<file path="config.mk">
export PLATFORM = sky130hd
export DESIGN_NAME = catmull_rom_forward_diff
export DESIGN_NICKNAME = d
export VERILOG_FILES = /design/src/rtl/core/crfd_pkg.sv /design/src/rtl/core/crfd_div.sv /design/src/rtl/core/catmull_rom_forward_diff.sv
export SDC_FILE = /design/constraint.sdc
export NUM_CORES = 2
export LEC_CHECK = 0
export BUFFER_PORTS_ARGS = -buffer_cell sky130_fd_sc_hd__buf_4
export CORE_MARGIN = 4
export CORE_UTILIZATION = 55
export DETAILED_ROUTE_END_ITERATION = 10
export PLACE_DENSITY = 0.73
export SYNTH_ARGS = -nofsm -noshare
export SYNTH_HDL_FRONTEND = slang
export SYNTH_SLANG_ARGS = --single-unit
export TNS_END_PERCENT = 5
</file>
<file path="constraint.sdc">
create_clock -name clk -period 12.45 [get_ports clk]
set_clock_uncertainty 0.1 [all_clocks]
set_input_delay 2.49 -clock clk [delete_from_list [all_inputs] [get_ports clk]]
set_output_delay 2.49 -clock clk [all_outputs]
set_load 0.1 [all_outputs]
</file>
<file path="src/rtl/core/crfd_pkg.sv">
// Shared constants and types for the Catmull-Rom forward-differencing block.
// Holds the step count, the derived fixed-point widths, the reciprocal and the divider type.
// Depends on nothing; used by crfd_div and catmull_rom_forward_diff.
package crfd_pkg;

  localparam int STEPS = 10;
  localparam int DEN   = 2 * STEPS * STEPS * STEPS;
  localparam int RW    = $clog2(DEN);
  localparam int DW    = 36 + 2 * $clog2(STEPS);
  localparam int NW    = $clog2(STEPS + 1);

  // The divider takes the dividend magnitude in slices of LW bits, one per cycle.
  localparam int LW    = 16;
  localparam int NL    = (DW + LW - 1) / LW;
  localparam int UW    = NL * LW;
  localparam int CW    = $clog2(NL + 2);
  localparam int RSH   = DW - 1 + RW;
  localparam int QW    = DW - RW;
  localparam int PW    = 2 * DW;

  localparam longint RECIP = ((longint'(1) << RSH) + longint'(DEN) - 1) / longint'(DEN);

  localparam logic [RW:0]   DEN_W    = DEN[RW:0];
  localparam logic [RW-1:0] DEN_M1   = DEN_W[RW-1:0] - 1'b1;
  localparam logic [RW-1:0] HALF_DEN = DEN_W[RW:1];
  localparam logic [DW-1:0] RECIP_W  = RECIP[DW-1:0];

  // A value held as q * DEN + r with 0 <= r < DEN.
  typedef struct packed {
    logic signed [DW-1:0] q;
    logic [RW-1:0]        r;
  } mr_t;

  typedef struct packed {
    logic                 busy;
    logic                 done;
    logic signed [DW-1:0] quo;
    logic [RW-1:0]        rem;
  } div_res_t;

  typedef enum logic [3:0] {
    ST_IDLE = 4'b0001,
    ST_LOAD = 4'b0010,
    ST_WAIT = 4'b0100,
    ST_EMIT = 4'b1000
  } state_t;

endpackage

</file>
<file path="src/rtl/core/crfd_div.sv">
// Floor division of a signed word by the constant difference scale through a stored reciprocal.
// One shared multiplier takes a 16-bit slice of the magnitude per cycle, then forms the remainder.
// Depends on crfd_pkg.
module crfd_div (
  input  logic                               clk,
  input  logic                               rst,
  input  logic                               start,
  input  logic signed [crfd_pkg::DW-1:0]     dividend,
  output crfd_pkg::div_res_t                 res
);

  localparam int DW  = crfd_pkg::DW;
  localparam int RW  = crfd_pkg::RW;
  localparam int CW  = crfd_pkg::CW;
  localparam int LW  = crfd_pkg::LW;
  localparam int NL  = crfd_pkg::NL;
  localparam int UW  = crfd_pkg::UW;
  localparam int QW  = crfd_pkg::QW;
  localparam int PW  = crfd_pkg::PW;
  localparam int RSH = crfd_pkg::RSH;

  logic             busy;
  logic             done;
  logic             neg;
  logic [UW-1:0]    sh;
  logic [RW-1:0]    u_lo;
  logic [PW-1:0]    acc;
  logic [RW-1:0]    rem;
  logic [CW-1:0]    cnt;
  logic [DW-1:0]    mag;
  logic [QW-1:0]    quo;
  logic [LW-1:0]    mul_a;
  logic [DW-1:0]    mul_b;
  logic [LW+DW-1:0] prod;

  // Negative dividends are divided as their complement, which is never negative.
  always_comb begin
    mag = dividend[DW-1] ? ~dividend : dividend;
    quo = acc[RSH +: QW];
    if (cnt == CW'(1)) begin
      mul_a = LW'(quo[RW-1:0]);
      mul_b = DW'(crfd_pkg::DEN_W);
    end else begin
      mul_a = sh[UW-1 -: LW];
      mul_b = crfd_pkg::RECIP_W;
    end
    prod = mul_a * mul_b;
  end

  always_ff @(posedge clk) begin
    if (rst) begin
      busy <= 1'b0;
      done <= 1'b0;
      cnt  <= '0;
    end else begin
      done <= 1'b0;
      if (start) begin
        busy <= 1'b1;
        cnt  <= CW'(NL + 1);
      end else if (busy) begin
        cnt <= cnt - 1'b1;
        if (cnt == CW'(1)) begin
          busy <= 1'b0;
          done <= 1'b1;
        end
      end
    end
  end

  always_ff @(posedge clk) begin
    if (start) begin
      neg  <= dividend[DW-1];
      sh   <= UW'(mag);
      u_lo <= mag[RW-1:0];
      acc  <= '0;
    end else if (busy) begin
      if (cnt == CW'(1)) begin
        rem <= u_lo - prod[RW-1:0];
      end else begin
        acc <= (acc << LW) + PW'(prod);
        sh  <= sh << LW;
      end
    end
  end

  always_comb begin
    res.busy = busy;
    res.done = done;
    res.quo  = neg ? ~DW'(quo) : DW'(quo);
    res.rem  = neg ? (crfd_pkg::DEN_M1 - rem) : rem;
  end

`ifndef SYNTHESIS
  a_rem_range: assert property (@(posedge clk) disable iff (rst)
    res.done |-> res.rem <= crfd_pkg::DEN_M1)
    else $error("Divider remainder is not below the scale.");

  a_done_idle: assert property (@(posedge clk) disable iff (rst)
    done |-> !busy)
    else $error("Divider reported a result while still busy.");

  a_busy_count: assert property (@(posedge clk) disable iff (rst)
    busy |-> (cnt != '0) && (cnt <= CW'(NL + 1)))
    else $error("Divider cycle count is out of range.");
`endif

endmodule

</file>
<file path="src/rtl/core/catmull_rom_forward_diff.sv">
// Top level of the Catmull-Rom spline evaluator with forward differencing.
// Holds the point window, the sequencer, the difference registers and the output register.
// Depends on crfd_pkg and crfd_div.
//
// Control points enter one item at a time; once four are held, each point yields STEPS+1
// vertices of the segment between the second and third window points, the first flagged
// strip_start and the last strip_end, with new_curve emptying the window first. A point
// that completes no segment leaves in_ready high. A point that completes a segment keeps
// in_ready low from its acceptance until its last vertex is produced: the six
// forward-difference terms are each split into whole and fractional parts by one shared
// divider by the constant scale, which multiplies by a stored reciprocal one 16-bit slice
// per cycle, then one vertex is produced per cycle while the output register is free. The
// output register lets a new point be taken while the last vertex still waits to be
// collected.
module catmull_rom_forward_diff (
  input  logic               clk,
  input  logic               rst,
  input  logic               in_valid,
  output logic               in_ready,
  input  logic signed [31:0] point_x,
  input  logic signed [31:0] point_y,
  input  logic               new_curve,
  output logic               out_valid,
  input  logic               out_ready,
  output logic signed [31:0] vertex_x,
  output logic signed [31:0] vertex_y,
  output logic               strip_start,
  output logic               strip_end
);

  localparam int DW    = crfd_pkg::DW;
  localparam int RW    = crfd_pkg::RW;
  localparam int NW    = crfd_pkg::NW;
  localparam int STEPS = crfd_pkg::STEPS;

  localparam logic signed [DW-1:0] SAT_HI = DW'(32'sh7FFF_FFFF);
  localparam logic signed [DW-1:0] SAT_LO = -SAT_HI - 1;

  crfd_pkg::state_t    state;
  logic signed [31:0]  win_x [4];
  logic signed [31:0]  win_y [4];
  logic [2:0]          held;
  logic [2:0]          held_base;
  logic [2:0]          held_next;
  logic [2:0]          div_k;
  logic [NW-1:0]       step_n;
  crfd_pkg::mr_t       fx [4];
  crfd_pkg::mr_t       fy [4];
  logic                accept;
  logic                out_free;
  logic                emit;
  logic                div_start;
  logic signed [DW-1:0] dividend;
  crfd_pkg::div_res_t  div_res;

  logic signed [DW-1:0] w0, w1, w2, w3;
  logic signed [DW-1:0] a2, b2, c2;

  function automatic crfd_pkg::mr_t mr_add(crfd_pkg::mr_t a, crfd_pkg::mr_t b);
    logic [RW:0]   s;
    logic [RW:0]   d;
    crfd_pkg::mr_t res;
    s = {1'b0, a.r} + {1'b0, b.r};
    d = s - crfd_pkg::DEN_W;
    if (s >= crfd_pkg::DEN_W) begin
      res.r = d[RW-1:0];
      res.q = a.q + b.q + 1;
    end else begin
      res.r = s[RW-1:0];
      res.q = a.q + b.q;
    end
    return res;
  endfunction

  // Rounds to nearest with halves upwards, then clamps to the 32-bit range.
  function automatic logic signed [31:0] to_q16(crfd_pkg::mr_t v);
    logic signed [DW-1:0] t;
    logic signed [31:0]   res;
    t = v.q + DW'(v.r >= crfd_pkg::HALF_DEN);
    priority if (t > SAT_HI) begin
      res = 32'sh7FFF_FFFF;
    end else if (t < SAT_LO) begin
      res = 32'sh8000_0000;
    end else begin
      res = t[31:0];
    end
    return res;
  endfunction

  assign in_ready  = (state == crfd_pkg::ST_IDLE);
  assign accept    = in_valid && in_ready;
  assign out_free  = !out_valid || out_ready;
  assign emit      = (state == crfd_pkg::ST_EMIT) && out_free;
  assign div_start = (state == crfd_pkg::ST_LOAD);

  always_comb begin
    held_base = new_curve ? 3'd0 : held;
    held_next = (held_base == 3'd4) ? 3'd4 : held_base + 3'd1;
  end

  always_comb begin
    if (div_k >= 3'd3) begin
      w0 = DW'(win_y[0]);
      w1 = DW'(win_y[1]);
      w2 = DW'(win_y[2]);
      w3 = DW'(win_y[3]);
    end else begin
      w0 = DW'(win_x[0]);
      w1 = DW'(win_x[1]);
      w2 = DW'(win_x[2]);
      w3 = DW'(win_x[3]);
    end
    a2 = -w0 + w1 * 3 - w2 * 3 + w3;
    b2 = w0 * 2 - w1 * 5 + w2 * 4 - w3;
    c2 = w2 - w0;
    unique case (div_k)
      3'd0, 3'd3: dividend = a2 + b2 * STEPS + c2 * (STEPS * STEPS);
      3'd1, 3'd4: dividend = a2 * 6 + b2 * (2 * STEPS);
      default:    dividend = a2 * 6;
    endcase
  end

  crfd_div u_div (
    .clk      (clk),
    .rst      (rst),
    .start    (div_start),
    .dividend (dividend),
    .res      (div_res)
  );

  always_ff @(posedge clk) begin
    if (rst) begin
      state     <= crfd_pkg::ST_IDLE;
      held      <= 3'd0;
      div_k     <= 3'd0;
      step_n    <= '0;
      out_valid <= 1'b0;
    end else begin
      if (emit) begin
        out_valid <= 1'b1;
      end else if (out_ready) begin
        out_valid <= 1'b0;
      end
      unique case (state)
        crfd_pkg::ST_IDLE: begin
          if (accept) begin
            held <= held_next;
            if (held_next == 3'd4) begin
              div_k <= 3'd0;
              state <= crfd_pkg::ST_LOAD;
            end
          end
        end
        crfd_pkg::ST_LOAD: begin
          state <= crfd_pkg::ST_WAIT;
        end
        crfd_pkg::ST_WAIT: begin
          if (div_res.done) begin
            if (div_k == 3'd5) begin
              step_n <= '0;
              state  <= crfd_pkg::ST_EMIT;
            end else begin
              div_k <= div_k + 3'd1;
              state <= crfd_pkg::ST_LOAD;
            end
          end
        end
        crfd_pkg::ST_EMIT: begin
          if (out_free) begin
            step_n <= step_n + 1'b1;
            if (step_n == NW'(STEPS)) begin
              state <= crfd_pkg::ST_IDLE;
            end
          end
        end
        default: begin
          state <= crfd_pkg::ST_IDLE;
        end
      endcase
    end
  end

  always_ff @(posedge clk) begin
    if (accept) begin
      win_x[0] <= win_x[1];
      win_x[1] <= win_x[2];
      win_x[2] <= win_x[3];
      win_x[3] <= point_x;
      win_y[0] <= win_y[1];
      win_y[1] <= win_y[2];
      win_y[2] <= win_y[3];
      win_y[3] <= point_y;
    end
    if ((state == crfd_pkg::ST_WAIT) && div_res.done) begin
      unique case (div_k)
        3'd0:    fx[1] <= '{q: div_res.quo, r: div_res.rem};
        3'd1:    fx[2] <= '{q: div_res.quo, r: div_res.rem};
        3'd2:    fx[3] <= '{q: div_res.quo, r: div_res.rem};
        3'd3:    fy[1] <= '{q: div_res.quo, r: div_res.rem};
        3'd4:    fy[2] <= '{q: div_res.quo, r: div_res.rem};
        default: fy[3] <= '{q: div_res.quo, r: div_res.rem};
      endcase
      if (div_k == 3'd5) begin
        fx[0] <= '{q: DW'(win_x[1]), r: '0};
        fy[0] <= '{q: DW'(win_y[1]), r: '0};
      end
    end
    if (emit) begin
      vertex_x    <= to_q16(fx[0]);
      vertex_y    <= to_q16(fy[0]);
      strip_start <= (step_n == '0);
      strip_end   <= (step_n == NW'(STEPS));
      fx[0]       <= mr_add(fx[0], fx[1]);
      fx[1]       <= mr_add(fx[1], fx[2]);
      fx[2]       <= mr_add(fx[2], fx[3]);
      fy[0]       <= mr_add(fy[0], fy[1]);
      fy[1]       <= mr_add(fy[1], fy[2]);
      fy[2]       <= mr_add(fy[2], fy[3]);
    end
  end

`ifndef SYNTHESIS
  a_div_idle_on_start: assert property (@(posedge clk) disable iff (rst)
    div_start |-> !div_res.busy)
    else $error("Division started while the divider was busy.");

  a_frac_range: assert property (@(posedge clk) disable iff (rst)
    (state == crfd_pkg::ST_EMIT) |->
      (fx[0].r < crfd_pkg::DEN_W) && (fy[0].r < crfd_pkg::DEN_W))
    else $error("Vertex fraction is out of range.");

  a_last_vertex: assert property (@(posedge clk) disable iff (rst)
    (out_valid && strip_end) |-> (state != crfd_pkg::ST_EMIT) || (step_n == '0))
    else $error("Vertex produced after the last one of a segment.");

  a_full_window: assert property (@(posedge clk) disable iff (rst)
    (accept && !new_curve && (held == 3'd4)) |=> (state == crfd_pkg::ST_LOAD))
    else $error("Point with a full window did not start a segment.");
`endif

endmodule

</file>
==> flow_metrics.env <==
export IMPL_synthDominantCellAreaShare=0.236
export IMPL_reg2reg_depth=49
export IMPL_gp_congestion=0.960
export IMPL_globalRouteTotalUtil=0.311
export IMPL_min_to="win_y[2][29]$_DFFE_PP_"
export IMPL_critical_path_arrival_ns=12.43
export IMPL_finalSetupViolations=0
export IMPL_cell_variety_after_synth=113
export IMPL_dp_hpwl_mm=251
export IMPL_critical_path_n_buffers_inverters=6
export IMPL_die_height_um=440
export IMPL_ys_flop_type="edfxtp_1"
export IMPL_met1Wirelength_mm=127
export IMPL_status="complete, no violations"
export IMPL_grt_pass1_vias=83800
export IMPL_maxSlewViolCount=0
export IMPL_fin_nets=13500
export IMPL_cpLargestDelayFamily="compound AO/OA/AOI/OAI gates"
export IMPL_area_growth_pct=8.54
export IMPL_worst_hold_start="win_y[3][29]$_DFFE_PP_"
export IMPL_grt_first_pass_wirelength_mm=474
export IMPL_cp_slowest_cell="fa_1"
export IMPL_worst_r2r_startpoint="div_k[0]$_SDFFE_PP0P_"
export IMPL_ctsLongestPathBuffers=3
export IMPL_syn_std_cell_area_mm2=0.103
export IMPL_cts_hold_buffers_added=0
export IMPL_fmax_ghz=0.0829
export IMPL_detailedRoute_firstIterationViolations=6954
export IMPL_drive_gt1_frac=0.0624
export IMPL_synthArstFlopShare=0
export IMPL_fp_row_count=158
export IMPL_worst_setup_path_end_kind="register"
export IMPL_core_area_mm2=0.186
export IMPL_rsz0062_at_grt="true"
export IMPL_worst_path_max_fanout=16
export IMPL_synth_sequential_area_ratio=0.258
export IMPL_routed_via_count=85700
export IMPL_cp_start_kind="register"
export IMPL_floorplan_die_width_um=440
export IMPL_avgRoutedWirePerCell_um=21.7
export IMPL_synth_commonest_cells="inv_1, ha_1, nand2_1, a21oi_1, edfxtp_1"
export IMPL_place_inst=14000
export IMPL_timing_max_slew_rel_slack=0.186
export IMPL_dr_wl_met3_mm=20.3
export IMPL_wl_met2_mm=146
export IMPL_maxCapViolations=0
export IMPL_place_port_buffers=136
export IMPL_synth_most_common_cell="inv_1"
export IMPL_grt_start_max_net_pins=185
export IMPL_post_synth_inst_count=11500
export IMPL_clkSinkCount=920
export IMPL_number_of_antenna_violations_at_the_first_check_in_global_routing=18
export IMPL_clock_latency_ns=0.77
export IMPL_min_delay_path_depth=0
export IMPL_highest_layer="met4"
export IMPL_synthTopCellsByArea="edfxtp_1, ha_1, fa_1"
export IMPL_avgViaCountPerCell=6.01
export IMPL_max_stage_delay_ns=0.55
export IMPL_worst_endpoint_required_ns=12.82
export IMPL_die_area_mm2=0.194
export IMPL_pin_count=137
export IMPL_starting_density=0.554
export IMPL_ys_ff_latch=920
export IMPL_critical_path_depth=49
export IMPL_cp_common_cell="ha_1"
export IMPL_clockRootBuffer="clkbuf_16"
export IMPL_wl_mm=310
export IMPL_total_global_routing_overflow=0
export IMPL_min_delay_path_class="register to register"
export IMPL_critical_path_reg2reg_endpoint="u_div.sh[40]$_DFFE_PP_"
export IMPL_route_detailed_drc=0
export IMPL_post_route_min_period_ns=12.06
export IMPL_final_hold_viol_count=0
export IMPL_period_share=0.969
export IMPL_critical_path_class="register to register"
export IMPL_cts_tree="done"
export IMPL_synth_area_leader_cell="edfxtp_1"
export IMPL_worst_r2r_setup_slack_ns=0.39
export IMPL_tritoncts_num_buffers=105
export IMPL_average_cell_area_after_synthesis_um2=8.96
export IMPL_antenna_left=0
export IMPL_max_slew_worst_pin_slew_ns=1.22
export IMPL_synth_enable_flop_cells=809
export IMPL_fin_cells=14200
export IMPL_h_tree_depth=3
export IMPL_clk_transition_reported_paths_ns=0.07
export IMPL_drt_pass1_iter_count=6
export IMPL_yosys_warnings=0
==> layout by cell type, fill, tap and decap left out, types with 58 or more instances in the layout <==
cell	count
inv_1	1311
ha_1	1197
nand2_1	1045
a21oi_1	863
edfxtp_1	809
xnor2_1	691
nor2_1	684
o21ai_0	656
fa_1	555
xor2_1	482
a21o_1	389
buf_4	338
nand3_1	233
and2_1	155
nor3_1	145
nand2b_1	124
nor2b_1	121
nand4_1	116
and3_1	116
dfxtp_1	111
o21bai_1	107
clkbuf_16	107
o21a_1	105
a211oi_1	88
a31oi_1	85
o211ai_1	62
or3_1	58
mux2i_1	58
==> metrics by stage <==
| stage | hold WS (ns) | cell area, µm² | TNS, ns | utilization | setup WS, ns |
|---|---|---|---|---|---|
| 6_report | 0.348 | 112000 | 0 | 0.601 | 0.386 |
| 5_1_grt | 0.354 | 112000 | -3.83 | 0.601 | -0.172 |
| 4_1_cts | 0.348 | 111000 | 0 | 0.598 | 0.00823 |
| 2_1_floorplan | 0.326 | 103000 | 0 | - | 0.0814 |
| 3_3_place_gp | 0.327 | 108000 | 0 | 0.580 | 0.0387 |
| 3_5_place_dp | 0.331 | 108000 | -11.13 | 0.580 | -0.317 |
==> area by class of cell <==
cell class	instances	area, µm²
Fill cell	15900	74000
Multi-Input combinational cell	8974	70900
Sequential cell	920	26500
Inverter	1313	4940
Tap cell	2480	3100
Timing Repair Buffer	350	2760
Clock buffer	125	2730
Clock inverter	68	647
Antenna cell	14	35.0
==> logic make-up after synthesis <==
logic type	count (synthesis)	synth area share
flops	920	0.258
mux	78	0.00772
compound gates	2847	0.175
other cells	2	0.0000730
simple gates	3072	0.143
fa+ha+maj	1767	0.255
buf+inv	1601	0.0587
xor+xnor	1194	0.102
==> how the worst max path moves through the flow <==
stage | startpoint | to | slack, ns
floorplan | div_k[2]$_SDFFE_PP0P_ | u_div.sh[5]$_SDFFCE_PN0P_ | 0.08
global placement | div_k[0]$_SDFFE_PP0P_ | u_div.sh[2]$_SDFFCE_PN0P_ | 0.04
detailed placement | div_k[0]$_SDFFE_PP0P_ | u_div.sh[5]$_SDFFCE_PN0P_ | -0.32
CTS | div_k[0]$_SDFFE_PP0P_ | u_div.sh[5]$_SDFFCE_PN0P_ | 0.008
global route | div_k[0]$_SDFFE_PP0P_ | u_div.sh[4]$_SDFFCE_PN0P_ | -0.17
finish | div_k[0]$_SDFFE_PP0P_ | u_div.sh[40]$_DFFE_PP_ | 0.39
==> per-layer routing <==
metal	up-vias	global-route usage
met5	-	0
met4	0	0.152
met3	612	0.0362
met2	2946	0.515
met1	41500	0.404
li1	40600	-
==> registers in the layout, indices dropped and copies added (netlist names), 4 cells and up <==
register	cells
fx	210
fy	210
state	4
step_n	4
u_div.acc	87
u_div.rem	11
u_div.sh	48
u_div.u_lo	11
vertex_x	32
vertex_y	32
win_x	128
win_y	128
==> what timing repair did <==
action | 4_1_cts | 5_1_grt
buffers inserted | 0 | 10
endpoints found under the setup margin | 55 | 64
gates resized for setup | 11 | 100
pin swaps | 1 | 14
cloned | 0 | 3
Power is not shown: default switching activity piles up to over one toggle a cycle in this logic, so the estimate is an artifact.
